### src/rtl/core/ucse_pkg.sv
package ucse_pkg;

  // Output encodings selected by the configuration register.
  localparam logic [1:0] ENC_LATIN1 = 2'd0;
  localparam logic [1:0] ENC_LATIN9 = 2'd1;
  localparam logic [1:0] ENC_XML    = 2'd2;
  localparam logic [1:0] ENC_UTF8   = 2'd3;

  localparam int BIN_BITS   = 31;
  localparam int BCD_DIGITS = 10;
  localparam int BCD_BITS   = 4 * BCD_DIGITS;
  localparam int MAX_SEQ    = 13;

  localparam logic [7:0] CH_QMARK = 8'h3F;
  localparam logic [7:0] CH_AMP   = 8'h26;
  localparam logic [7:0] CH_HASH  = 8'h23;
  localparam logic [7:0] CH_SEMI  = 8'h3B;
  localparam logic [7:0] CH_ZERO  = 8'h30;
  localparam logic [7:0] CH_LT    = 8'h3C;
  localparam logic [7:0] CH_GT    = 8'h3E;
  localparam logic [7:0] CH_APOS  = 8'h27;
  localparam logic [7:0] CH_QUOT  = 8'h22;

  localparam logic signed [31:0] LATIN_MAX     = 32'sh0000_00FF;
  localparam logic signed [31:0] XML_NUM_START = 32'sh0000_007F;
  localparam logic signed [31:0] UTF8_MAX1     = 32'sh0000_007F;
  localparam logic signed [31:0] UTF8_MAX2     = 32'sh0000_07FF;
  localparam logic signed [31:0] UTF8_MAX3     = 32'sh0000_FFFF;
  localparam logic signed [31:0] UTF8_MAX4     = 32'sh001F_FFFF;
  localparam logic signed [31:0] UTF8_MAX5     = 32'sh03FF_FFFF;

  typedef enum logic [1:0] {
    S_IDLE,
    S_CONV,
    S_EMIT
  } state_t;

  typedef enum logic [1:0] {
    K_SINGLE,
    K_ENTITY,
    K_NUMERIC,
    K_UTF8
  } kind_t;

  typedef enum logic [2:0] {
    E_LT,
    E_GT,
    E_AMP,
    E_APOS,
    E_QUOT
  } ent_t;

  // Everything the byte selector needs to know about the request in flight.
  typedef struct packed {
    kind_t      kind;
    logic [7:0] single;
    ent_t       ent;
    logic [2:0] utf_len;
    logic [3:0] len;
    logic [3:0] ndig;
  } item_t;

  function automatic logic [3:0] entity_len(ent_t e);
    logic [3:0] n;
    begin
      unique case (e)
        E_LT, E_GT:     n = 4'd4;
        E_AMP:          n = 4'd5;
        E_APOS, E_QUOT: n = 4'd6;
        default:        n = 4'd4;
      endcase
      return n;
    end
  endfunction

  function automatic logic [7:0] entity_byte(ent_t e, logic [2:0] i);
    logic [47:0] w;
    logic [47:0] sh;
    begin
      unique case (e)
        E_LT:    w = {"&lt;", 16'h0};
        E_GT:    w = {"&gt;", 16'h0};
        E_AMP:   w = {"&amp;", 8'h0};
        E_APOS:  w = "&apos;";
        E_QUOT:  w = "&quot;";
        default: w = '0;
      endcase
      sh = w << {i, 3'b000};
      return sh[47:40];
    end
  endfunction

  // ISO-8859-15 replaces eight Latin-1 positions; those old positions map to '?'.
  function automatic logic [7:0] latin9_byte(logic signed [31:0] c);
    logic [7:0] b;
    begin
      if (c < 0) begin
        b = CH_QMARK;
      end else begin
        unique case (c)
          32'sh0000_20AC: b = 8'hA4;
          32'sh0000_0160: b = 8'hA6;
          32'sh0000_0161: b = 8'hA8;
          32'sh0000_017D: b = 8'hB4;
          32'sh0000_017E: b = 8'hB8;
          32'sh0000_0152: b = 8'hBC;
          32'sh0000_0153: b = 8'hBD;
          32'sh0000_0178: b = 8'hBE;
          32'sh0000_00A4, 32'sh0000_00A6, 32'sh0000_00A8, 32'sh0000_00B4,
          32'sh0000_00B8, 32'sh0000_00BC, 32'sh0000_00BD, 32'sh0000_00BE:
            b = CH_QMARK;
          default: b = (c > LATIN_MAX) ? CH_QMARK : c[7:0];
        endcase
      end
      return b;
    end
  endfunction

  function automatic logic [7:0] utf8_lead(logic [2:0] n);
    logic [7:0] b;
    begin
      unique case (n)
        3'd2:    b = 8'hC0;
        3'd3:    b = 8'hE0;
        3'd4:    b = 8'hF0;
        3'd5:    b = 8'hF8;
        3'd6:    b = 8'hFC;
        default: b = 8'h00;
      endcase
      return b;
    end
  endfunction

  function automatic logic [7:0] utf8_mask(logic [2:0] n);
    return 8'h7F >> n;
  endfunction

  function automatic logic [5:0] utf8_group(logic [BIN_BITS-1:0] u, logic [2:0] g);
    logic [5:0] r;
    begin
      unique case (g)
        3'd0:    r = u[5:0];
        3'd1:    r = u[11:6];
        3'd2:    r = u[17:12];
        3'd3:    r = u[23:18];
        3'd4:    r = u[29:24];
        3'd5:    r = {5'b0, u[30]};
        default: r = 6'b0;
      endcase
      return r;
    end
  endfunction

endpackage

### src/rtl/core/ucse_bcd.sv
module ucse_bcd (
  input  logic                             clk,
  input  logic                             rst,
  input  logic                             start,
  input  logic [ucse_pkg::BIN_BITS-1:0]    bin,
  output logic                             done,
  output logic [ucse_pkg::BCD_BITS-1:0]    bcd
);
  import ucse_pkg::*;

  localparam int CNT_W = $clog2(BIN_BITS);

  logic [BIN_BITS-1:0] sreg;
  logic [CNT_W-1:0]    cnt;
  logic                busy;
  logic [BCD_BITS-1:0] adj;

  // Shift-and-add-3: every digit of five or more is corrected before the shift.
  always_comb begin
    for (int i = 0; i < BCD_DIGITS; i++) begin
      adj[4*i +: 4] = (bcd[4*i +: 4] >= 4'd5) ? bcd[4*i +: 4] + 4'd3 : bcd[4*i +: 4];
    end
  end

  always_ff @(posedge clk) begin
    if (rst) begin
      busy <= 1'b0;
      done <= 1'b0;
      cnt  <= '0;
    end else begin
      done <= busy && (cnt == CNT_W'(BIN_BITS - 1));
      if (start) begin
        busy <= 1'b1;
        cnt  <= '0;
      end else if (busy) begin
        cnt <= cnt + 1'b1;
        if (cnt == CNT_W'(BIN_BITS - 1)) begin
          busy <= 1'b0;
        end
      end
    end
  end

  always_ff @(posedge clk) begin
    if (start) begin
      sreg <= bin;
      bcd  <= '0;
    end else if (busy) begin
      sreg <= sreg << 1;
      bcd  <= {adj[BCD_BITS-2:0], sreg[BIN_BITS-1]};
    end
  end

endmodule

### src/rtl/core/ucse_byte_sel.sv
module ucse_byte_sel (
  input  ucse_pkg::item_t                  item,
  input  logic [3:0]                       idx,
  input  logic [ucse_pkg::BIN_BITS-1:0]    code,
  input  logic [ucse_pkg::BCD_BITS-1:0]    bcd,
  output logic [7:0]                       byte_out
);
  import ucse_pkg::*;

  logic [3:0] dpos;
  logic [3:0] digit;
  logic [2:0] grp_sel;
  logic [2:0] top_grp;
  logic [7:0] utf_byte;
  logic [7:0] num_byte;

  // Digits go out most significant first, after the "&#" prefix.
  always_comb begin
    dpos  = 4'(item.ndig + 4'd1 - idx);
    digit = 4'd0;
    for (int i = 0; i < BCD_DIGITS; i++) begin
      if (dpos == 4'(i)) begin
        digit = bcd[4*i +: 4];
      end
    end
    if (idx == 4'd0) begin
      num_byte = CH_AMP;
    end else if (idx == 4'd1) begin
      num_byte = CH_HASH;
    end else if (idx == item.len - 4'd1) begin
      num_byte = CH_SEMI;
    end else begin
      num_byte = CH_ZERO | {4'b0, digit};
    end
  end

  always_comb begin
    top_grp = item.utf_len - 3'd1;
    grp_sel = 3'(4'(item.utf_len) - 4'd1 - idx);
    if (idx == 4'd0) begin
      utf_byte = utf8_lead(item.utf_len)
               | ({2'b0, utf8_group(code, top_grp)} & utf8_mask(item.utf_len));
    end else begin
      utf_byte = 8'h80 | {2'b0, utf8_group(code, grp_sel)};
    end
  end

  always_comb begin
    unique case (item.kind)
      K_SINGLE:  byte_out = item.single;
      K_ENTITY:  byte_out = entity_byte(item.ent, idx[2:0]);
      K_NUMERIC: byte_out = num_byte;
      K_UTF8:    byte_out = utf_byte;
      default:   byte_out = item.single;
    endcase
  end

endmodule

### src/rtl/core/ucs_char_output_encoder.sv
// Character output encoder: takes one signed 32-bit character code per request
// and returns its byte sequence in the selected encoding (Latin-1/ASCII,
// Latin-9, XML escaping or 1-to-6-byte UTF-8), one byte per output request,
// with last_byte set on the final byte. A negative code in UTF-8 mode gives no
// output at all. The block holds one character at a time and stalls its input
// until the previous character has been handed to the output register. An XML
// decimal entity first runs a 31-step shift-and-add-3 binary-to-decimal
// converter; such an entity has up to ten digits and 13 bytes. Output stalls
// hold back the byte sequence. Write output_encoding only while no character
// is in flight.
module ucs_char_output_encoder (
  input  logic               clk,
  input  logic               rst,
  input  logic               cfg_wr_en,
  input  logic [1:0]         cfg_wr_data,
  input  logic               in_valid,
  output logic               in_stall,
  input  logic signed [31:0] code_point,
  output logic               out_valid,
  input  logic               out_stall,
  output logic [7:0]         out_byte,
  output logic               last_byte
);
  import ucse_pkg::*;

  state_t              state;
  state_t              state_next;
  logic [1:0]          output_encoding;
  item_t               item;
  item_t               desc_in;
  logic [BIN_BITS-1:0] code;
  logic [3:0]          idx;
  logic                acc;
  logic                load;
  logic                conv_start;
  logic                bcd_done;
  logic [BCD_BITS-1:0] bcd;
  logic [3:0]          ndig;
  logic [7:0]          byte_next;
  logic                at_last;

  assign acc     = in_valid && !in_stall;
  assign at_last = (idx == item.len - 4'd1);

  always_ff @(posedge clk) begin
    if (rst) begin
      output_encoding <= ENC_LATIN1;
    end else if (cfg_wr_en) begin
      output_encoding <= cfg_wr_data;
    end
  end

  // Classify the incoming code and work out its length where it is known now.
  always_comb begin
    desc_in         = '0;
    desc_in.kind    = K_SINGLE;
    desc_in.ent     = E_LT;
    desc_in.len     = 4'd1;
    unique case (output_encoding)
      ENC_LATIN1: begin
        desc_in.single = (code_point > LATIN_MAX) ? CH_QMARK : code_point[7:0];
      end
      ENC_LATIN9: begin
        desc_in.single = latin9_byte(code_point);
      end
      ENC_XML: begin
        priority if (code_point == {24'h0, CH_LT}) begin
          desc_in.kind = K_ENTITY;
          desc_in.ent  = E_LT;
        end else if (code_point == {24'h0, CH_GT}) begin
          desc_in.kind = K_ENTITY;
          desc_in.ent  = E_GT;
        end else if (code_point == {24'h0, CH_AMP}) begin
          desc_in.kind = K_ENTITY;
          desc_in.ent  = E_AMP;
        end else if (code_point == {24'h0, CH_APOS}) begin
          desc_in.kind = K_ENTITY;
          desc_in.ent  = E_APOS;
        end else if (code_point == {24'h0, CH_QUOT}) begin
          desc_in.kind = K_ENTITY;
          desc_in.ent  = E_QUOT;
        end else if (code_point < XML_NUM_START) begin
          desc_in.single = code_point[7:0];
        end else begin
          desc_in.kind = K_NUMERIC;
        end
        if (desc_in.kind == K_ENTITY) begin
          desc_in.len = entity_len(desc_in.ent);
        end
      end
      ENC_UTF8: begin
        priority if (code_point < 0) begin
          desc_in.len = 4'd0;
        end else if (code_point <= UTF8_MAX1) begin
          desc_in.single = code_point[7:0];
        end else begin
          desc_in.kind = K_UTF8;
          if (code_point <= UTF8_MAX2) begin
            desc_in.utf_len = 3'd2;
          end else if (code_point <= UTF8_MAX3) begin
            desc_in.utf_len = 3'd3;
          end else if (code_point <= UTF8_MAX4) begin
            desc_in.utf_len = 3'd4;
          end else if (code_point <= UTF8_MAX5) begin
            desc_in.utf_len = 3'd5;
          end else begin
            desc_in.utf_len = 3'd6;
          end
          desc_in.len = {1'b0, desc_in.utf_len};
        end
      end
      default: desc_in.single = code_point[7:0];
    endcase
  end

  // Number of significant decimal digits of the converted value.
  always_comb begin
    ndig = 4'd1;
    for (int i = 0; i < BCD_DIGITS; i++) begin
      if (bcd[4*i +: 4] != 4'd0) begin
        ndig = 4'(i + 1);
      end
    end
  end

  always_comb begin
    state_next = state;
    unique case (state)
      S_IDLE: begin
        if (acc) begin
          if (desc_in.kind == K_NUMERIC) begin
            state_next = S_CONV;
          end else if (desc_in.len != 4'd0) begin
            state_next = S_EMIT;
          end
        end
      end
      S_CONV: begin
        if (bcd_done) begin
          state_next = S_EMIT;
        end
      end
      S_EMIT: begin
        if (load && at_last) begin
          state_next = S_IDLE;
        end
      end
      default: state_next = S_IDLE;
    endcase
  end

  always_comb begin
    in_stall   = (state != S_IDLE);
    load       = (state == S_EMIT) && (!out_valid || !out_stall);
    conv_start = (state == S_IDLE) && acc && (desc_in.kind == K_NUMERIC);
  end

  always_ff @(posedge clk) begin
    if (rst) begin
      state     <= S_IDLE;
      out_valid <= 1'b0;
      idx       <= '0;
    end else begin
      state <= state_next;
      if (load) begin
        out_valid <= 1'b1;
      end else if (!out_stall) begin
        out_valid <= 1'b0;
      end
      if (acc) begin
        idx <= '0;
      end else if (load) begin
        idx <= idx + 4'd1;
      end
    end
  end

  always_ff @(posedge clk) begin
    if (acc) begin
      item <= desc_in;
      code <= code_point[BIN_BITS-1:0];
    end else if (bcd_done) begin
      item.ndig <= ndig;
      item.len  <= ndig + 4'd3;
    end
    if (load) begin
      out_byte  <= byte_next;
      last_byte <= at_last;
    end
  end

  ucse_bcd u_bcd (
    .clk   (clk),
    .rst   (rst),
    .start (conv_start),
    .bin   (code_point[BIN_BITS-1:0]),
    .done  (bcd_done),
    .bcd   (bcd)
  );

  ucse_byte_sel u_byte_sel (
    .item     (item),
    .idx      (idx),
    .code     (code),
    .bcd      (bcd),
    .byte_out (byte_next)
  );

  a_conv_done_in_conv : assert property (@(posedge clk) disable iff (rst)
    bcd_done |-> state == S_CONV)
    else $error("decimal converter finished outside the conversion state");

  a_idx_in_range : assert property (@(posedge clk) disable iff (rst)
    state == S_EMIT |-> idx < item.len && item.len <= 4'(MAX_SEQ))
    else $error("byte index past the end of the sequence");

  a_last_then_idle : assert property (@(posedge clk) disable iff (rst)
    load && at_last |=> state == S_IDLE && out_valid && last_byte)
    else $error("final byte did not end the sequence");

  a_numeric_converts : assert property (@(posedge clk) disable iff (rst)
    acc && desc_in.kind == K_NUMERIC |=> state == S_CONV)
    else $error("numeric entity request skipped the conversion");

endmodule
### config.mk
export PLATFORM = sky130hd
export DESIGN_NAME = ucs_char_output_encoder
export DESIGN_NICKNAME = d
export VERILOG_FILES = /design/src/rtl/core/ucse_pkg.sv /design/src/rtl/core/ucse_bcd.sv /design/src/rtl/core/ucse_byte_sel.sv /design/src/rtl/core/ucs_char_output_encoder.sv
export SDC_FILE = /design/constraint.sdc
export NUM_CORES = 1
export LEC_CHECK = 0
export BUFFER_PORTS_ARGS = -buffer_cell sky130_fd_sc_hd__buf_2
export CAP_MARGIN = 0
export CELL_PAD_IN_SITES_DETAIL_PLACEMENT = 2
export CELL_PAD_IN_SITES_GLOBAL_PLACEMENT = 2
export CORE_ASPECT_RATIO = 0.75
export CORE_UTILIZATION = 31
export CTS_CLUSTER_SIZE = 25
export DETAILED_ROUTE_END_ITERATION = 6
export PLACE_DENSITY_LB_ADDON = 0.1
export SLEW_MARGIN = 20
export SYNTH_ARGS = -nofsm -noshare
export SYNTH_HDL_FRONTEND = slang
export SYNTH_SLANG_ARGS = --single-unit
### constraint.sdc
create_clock -name clk -period 8.3 [get_ports clk]
set_clock_uncertainty 0.1 [all_clocks]
set_input_delay 0.415 -clock clk [delete_from_list [all_inputs] [get_ports clk]]
set_output_delay 0.415 -clock clk [all_outputs]
set_load 0.005 [all_outputs]
==> impl_metrics.ini, run 1 <==
[outcome]
status = completed

[critical_path]
start_kind = flop
arrival_ns = 4.38
worst_path_max_delay_cell = dfxtp_1
critPathTopFamily = XOR/XNOR gates
critPathBufInv = 2
cp.required_ns = 8.49
cp_cell_sequence = inv_1 -> ha_1 -> ha_1 -> inv_1 -> fa_1 -> xor2_1 -> xor2_1 -> nand2_1 -> a31o_2 -> a211oi_1 -> o22a_1
critical_path_class = flop to flop
max_stage_delay_ns = 0.81
r2r_slack_ns = 4.11
crit_path_max_fanout = 21
end_kind = flop

[routing]
via_per_inst = 5.45
dr.first_iter.drc_count = 461
vias = 7706
drc = 0
avgRoutedWirePerCell_um = 21.8
drt_pass1_iterations = 5
ant_nets = 0
routed_wl_mm = 30.9

[die]
dieHeight_um = 153
start_util_pct = 32.0
fp.coreArea_um2 = 29500
ioPinCount = 50
rows = 54
die_w_um = 204
dieArea_um2 = 31200

[synth]
synth_ff_type = edfxtp_1
synth_seq_area_share_pct = 41.6
yosys.area.top_type_share_pct = 28.9
synth_nets = 1071
synth-edff-count = 91
synth_cell_types = 77
syn_area_per_cell_um2 = 9.52
netlist_area_um2 = 9450
synth_area_leader_cell = edfxtp_1
yosys-top-cells-count = nor2_1, edfxtp_1, a21oi_1
synth-seq-cells = 151
synthTopCellsByArea = edfxtp_1, dfxtp_1, ha_1, mux2_2, nor2_1
yosysWarnings = 0
async_flop_share_pct = 0
syn-instance-count = 992
synth_most_common_cell = nor2_1

[min_path]
hold_path.class = input pin to flop

[cts]
post_cts_buffers = 0
cts_tree = done
clock_latency_ns = 0.43
cts_resized = 0
cts_sinks = 151
clockBufferDepth = 2
clockRootBuffer = clkbuf_16
cts_buffers = 17
cts_hold_buf = 0
clkTransAtPathRegs_ns = 0.07
htreeDepth = 4

[placement]
io_buffers = 49
gp_congestion = 0.838
place_area_um2 = 9990
hpwl_mm = 22.7

[sta]
whs_ns = 0.0851
finalSetupViolCount = 0
slew_headroom_pct = 31.3
tns_ns = 0
fin_crit_sh_pct = 50.5
layout_min_cycle_time_ns = 4.19
fmax_mhz = 238
worst_pin_slew_ns = 1.03
drv_slew = 0
hold_viol = 0
rsz0062_at_grt = false

[final_layout]
design_area_um2 = 10600
final_layout_size_suffix_gt1_share_pct = 15.0
fill_cells = 3266
areaGrowthSynthToFinish_pct = 11.7
nNetsFinal = 1086

[global_routing]
grt_pass1_vias = 8078
grt_max_degree = 75
grt_use_total_pct = 20.5
grt_pass1_wl_mm = 48.9
antenna_found_initial = 0
grt_overflow_total = 0

[power_and_ir_drop]
switchingPower_mw = 1.02
p_leak_nw = 3.79
power_frac_clock_pct = 28.0
power_density_nw_per_um2 = 258
swShare_pct = 37.5
internal_power_mw = 1.70
p_comb_share_pct = 31.1
finalPower_mw = 2.72
p_seq_share_pct = 40.9
peakVddDrop_uv = 149

[job]
maxCapViolCount = 0
-- metal layers --
layer	global-route usage [%]	part of all wire, %
met1	32.5	54
met2	28.2	41
met3	3.92	4.0
met4	4.44	1.0
met5	0	0
-- worst paths after layout --
check | from | endpoint | cells after the start
setup reg to reg | idx[0] | out_byte[0] | 11
setup / recovery | idx[0] | out_byte[0] | 11
hold reg to reg | item[1] | item[1] | 2
hold / removal | code_point[25] | code[25] | 1
-- area by class of cell --
type                       instances  area (um^2)  area share, %
inverter                          50          188           1.78
clock buffer                      18          429           4.07
antenna                            1         2.50         0.0237
clock inverter                    14          128           1.21
timing repair buffer              55          290           2.75
multi-input combinational        732         5090           48.2
sequential                       151         3940           37.3
tap                              392          490           4.65
-- cell families (layout without fill, tap and decap cells) --
| group | count (synthesis) | after routing | synth area share [%] |
|---|---|---|---|
| and+or+nand+nor | 335 | 335 | 18.2 |
| muxes | 74 | 74 | 9.67 |
| other | 0 | 1 | 0 |
| AOI/OAI and AO/OA | 238 | 238 | 16.1 |
| adders and majority gates | 40 | 40 | 5.46 |
| xor gates and xnor gates | 45 | 45 | 4.32 |
| buffers and inverters | 109 | 137 | 4.64 |
| DFF | 151 | 151 | 41.6 |
-- metrics by stage --
step	setup slack [ns]	instances	utilization [%]
2_1_floorplan	3.14	992	-
3_3_place_gp	4.04	1380	33.8
3_5_place_dp	3.96	1380	33.8
4_1_cts	4.07	1412	35.7
5_1_grt	3.79	1412	35.7
6_report	4.11	1413	35.7
-- placed cells by master (no fill, tap or decap), types with 11 or more instances in the layout --
| cell | n |
|---|---|
| xnor2_1 | 22 |
| xor2_1 | 22 |
| buf_2 | 49 |
| nor3_1 | 24 |
| nor2_1 | 97 |
| nand3_1 | 38 |
| nand4_1 | 11 |
| a21oi_1 | 72 |
| edfxtp_1 | 91 |
| clkbuf_16 | 17 |
| o22ai_1 | 11 |
| nand2b_1 | 17 |
| ha_1 | 38 |
| nand2_1 | 70 |
| mux2i_1 | 26 |
| mux2_2 | 37 |
| nor2b_1 | 13 |
| dfxtp_1 | 59 |
| inv_1 | 49 |
| o21ai_0 | 57 |
-- sequential cells by signal (all words and copies together), names as in the netlist --
register	count
u_bcd.done	1
code	31
u_bcd.bcd	40
u_bcd.sreg	31
item	24
out_valid	1
state	2
idx	4
output_encoding	2
u_bcd.cnt	5
u_bcd.busy	1
last_byte	1
out_byte	8
-- power groups by stage --
stage / sequential (mW) / combinational [mW] / clock, mW
6_report: 1.11 / 0.847 / 0.761
3_3_place_gp: 1.12 / 0.821 / 0
2_1_floorplan: 1.04 / 0.639 / 0
5_1_grt: 1.14 / 0.961 / 0.809
3_5_place_dp: 1.13 / 0.846 / 0
4_1_cts: 1.11 / 0.858 / 0.781
(Power assumes the default switching activity.)
==> run 2, diff against run 1 <==
--- a/config.mk
+++ b/config.mk
@@ -5,6 +5,7 @@
 export SDC_FILE = /design/constraint.sdc
 export NUM_CORES = 1
 export LEC_CHECK = 0
+export ABC_AREA = 1
 export BUFFER_PORTS_ARGS = -buffer_cell sky130_fd_sc_hd__buf_2
 export CAP_MARGIN = 0
 export CELL_PAD_IN_SITES_DETAIL_PLACEMENT = 2
==> constraint.sdc (replaced) <==
create_clock -name clk -period 4.2 [get_ports clk]
set_clock_uncertainty 0.1 [all_clocks]
set_input_delay 0.21 -clock clk [delete_from_list [all_inputs] [get_ports clk]]
set_output_delay 0.21 -clock clk [all_outputs]
set_load 0.005 [all_outputs]
==> impl_metrics.ini, run 2 <==
[routing]
drt_pass1_iterations = 4
avgRoutedWirePerCell_um = 20.9
routed_wl_mm = 35.3
ant_nets = 0
via_per_inst = 5.27
vias = 8913
dr.first_iter.drc_count = 564
drc = 0

[sta]
hold_viol = 0
finalSetupViolCount = 0
setup_ws_ns = 0.610
fmax_mhz = 279
fin_crit_sh_pct = 85.5
worst_pin_slew_ns = 0.900
layout_min_cycle_time_ns = 3.59
tns_ns = 0
rsz0062_at_grt = false
whs_ns = 0.0297
slew_headroom_pct = 40.0
drv_slew = 0

[global_routing]
grt_max_degree = 59
grt_use_total_pct = 23.6
grt_pass1_vias = 9167
grt_overflow_total = 0
grt_pass1_wl_mm = 55.3
antenna_found_initial = 0

[cts]
clockRootBuffer = clkbuf_16
clockBufferDepth = 2
cts_hold_buf = 33
clkTransAtPathRegs_ns = 0.07
clock_latency_ns = 0.45
cts_sinks = 151
cts_buffers = 17
htreeDepth = 4
cts_resized = 0
post_cts_buffers = 0
cts_tree = done

[synth]
synth_ff_type = edfxtp_1
yosys-top-cells-count = nand2_1, inv_1, nor2_1
synth_most_common_cell = nand2_1
synth-seq-cells = 151
synth_seq_area_share_pct = 42.4
synth_area_leader_cell = edfxtp_1
syn-instance-count = 1204
yosysWarnings = 0
netlist_area_um2 = 9290
synthTopCellsByArea = edfxtp_1, dfxtp_1, nand2_1, inv_1, ha_1
synth-edff-count = 91
synth_nets = 1283
async_flop_share_pct = 0
yosys.area.top_type_share_pct = 29.4
synth_cell_types = 55
syn_area_per_cell_um2 = 7.71

[final_layout]
nNetsFinal = 1364
design_area_um2 = 10900
post-route-util_pct = 37.2
top_regs = u_bcd.bcd: 40 flops, code: 31 flops, u_bcd.sreg: 31 flops
fin_cells = 1690
areaGrowthSynthToFinish_pct = 17.1
final_cell_mix = nand2_1, inv_1, nor2_1
n_antenna_cell = 0
layout_commonest_cell = nand2_1
largest_reg_flops = 40
top_register = u_bcd.bcd
final_layout_size_suffix_gt1_share_pct = 9.55

[critical_path]
critical_path_class = flop to flop
critPathBufInv = 3
rr_worst_depth = 16
cp_cell_sequence = inv_1 -> ha_1 -> ha_1 -> inv_1 -> fa_1 -> inv_1 -> nand3_1 -> nor3_1 -> nand2_1 -> nand3_1 -> nand2_1 -> nand2_1 -> nand2_1 -> nand2_1 -> nand2_1 -> a21oi_1
r2r-end = out_byte[2]
worst_path_max_delay_cell = dfxtp_1
cp.required_ns = 4.40
critPathLaunch = idx[0]
arrival_ns = 3.79
crit_path_max_fanout = 13
crit_top_cell = nand2_1
r2r_slack_ns = 0.61
end_kind = flop
r2r-start = idx[0]
critPathTopFamily = simple AND/OR/NAND/NOR gates
cp_num_cells = 16
max_stage_delay_ns = 0.59
start_kind = flop

[die]
die_w_um = 202
dieArea_um2 = 30700
ioPinCount = 50
fp.coreArea_um2 = 29300
rows = 54
dieHeight_um = 152
start_util_pct = 31.7

[placement]
place_area_um2 = 9930
dp_cells = 1625
hpwl_mm = 26.6
io_buffers = 49
gp_congestion = 0.904
pre_cts_ws_ns = 0.673

[job]
maxCapViolCount = 0

[power_and_ir_drop]
p_leak_nw = 4.55
peakVddDrop_uv = 249
power_density_nw_per_um2 = 516
finalPower_mw = 5.61

[min_path]
hold_end = code[7]
hold_path_depth = 1
hold_path.class = input pin to flop
min-delay-start = code_point[7]

[outcome]
status = completed
## run 2: cell types whose count changed after synthesis, sizes merged, moves of 16 or more
cell,before,now
nand3,38,78
nor2,97,121
xnor2,22,5
clkbuf,48,12
inv,50,166
mux2i,26,0
nand4,12,28
nand2,70,304
nand2b,17,0
mux2,38,0
o21ai,58,86
## run 2: logic make-up (layout without fill, tap and decap cells)
family | Yosys count | in the layout | synth area share, %
and+or+nand+nor | 570 | 570 | 26.5
AOI/OAI and AO/OA | 226 | 226 | 15.0
buffers and inverters | 192 | 286 | 8.14
DFF | 151 | 151 | 42.4
adders and majority gates | 40 | 40 | 5.55
xor gates and xnor gates | 25 | 25 | 2.52
## run 2: worst max path at each step
stage | endpoint | slack, ns
after detailed placement | out_byte[2] | 0.67
after CTS | out_byte[2] | 0.65
after global routing | out_byte[2] | 0.33
after global placement | out_byte[2] | 0.81
final | out_byte[2] | 0.61
after floorplan | out_byte[2] | 1.26
## run 2: per-layer routing
metal	wire length [um]	vias up	GRT usage, %
li1	-	4222	-
met1	19300	4497	37.6
met2	14000	169	32.2
met3	1590	25	4.20
met4	369	0	5.48
met5	0	-	0
## run 2: layout make-up
cell class              instances  area (um^2)
fillers                      3359        18400
well taps                     392          490
clock inverters                15          188
clock buffers                  17          425
inverters                     167          628
multi-input cells             861         4600
repair buffers                 87          613
flip-flops and latches        151         3940
## run 2: worst reg2reg max path: cells and delay by family, from the launching register on
family	cells	cell delay, ns
simple gates	9	1.08
fa+ha+maj	3	0.98
flops	1	0.59
buf+inv	3	0.56
compound gates	1	0.13
## run 2: power breakdown
part	internal (mW)	total [mW]	switching, mW
logic	0.594	1.76	1.17
registers	1.85	2.19	0.340
clock network	0.905	1.66	0.750
total	3.35	5.61	2.26
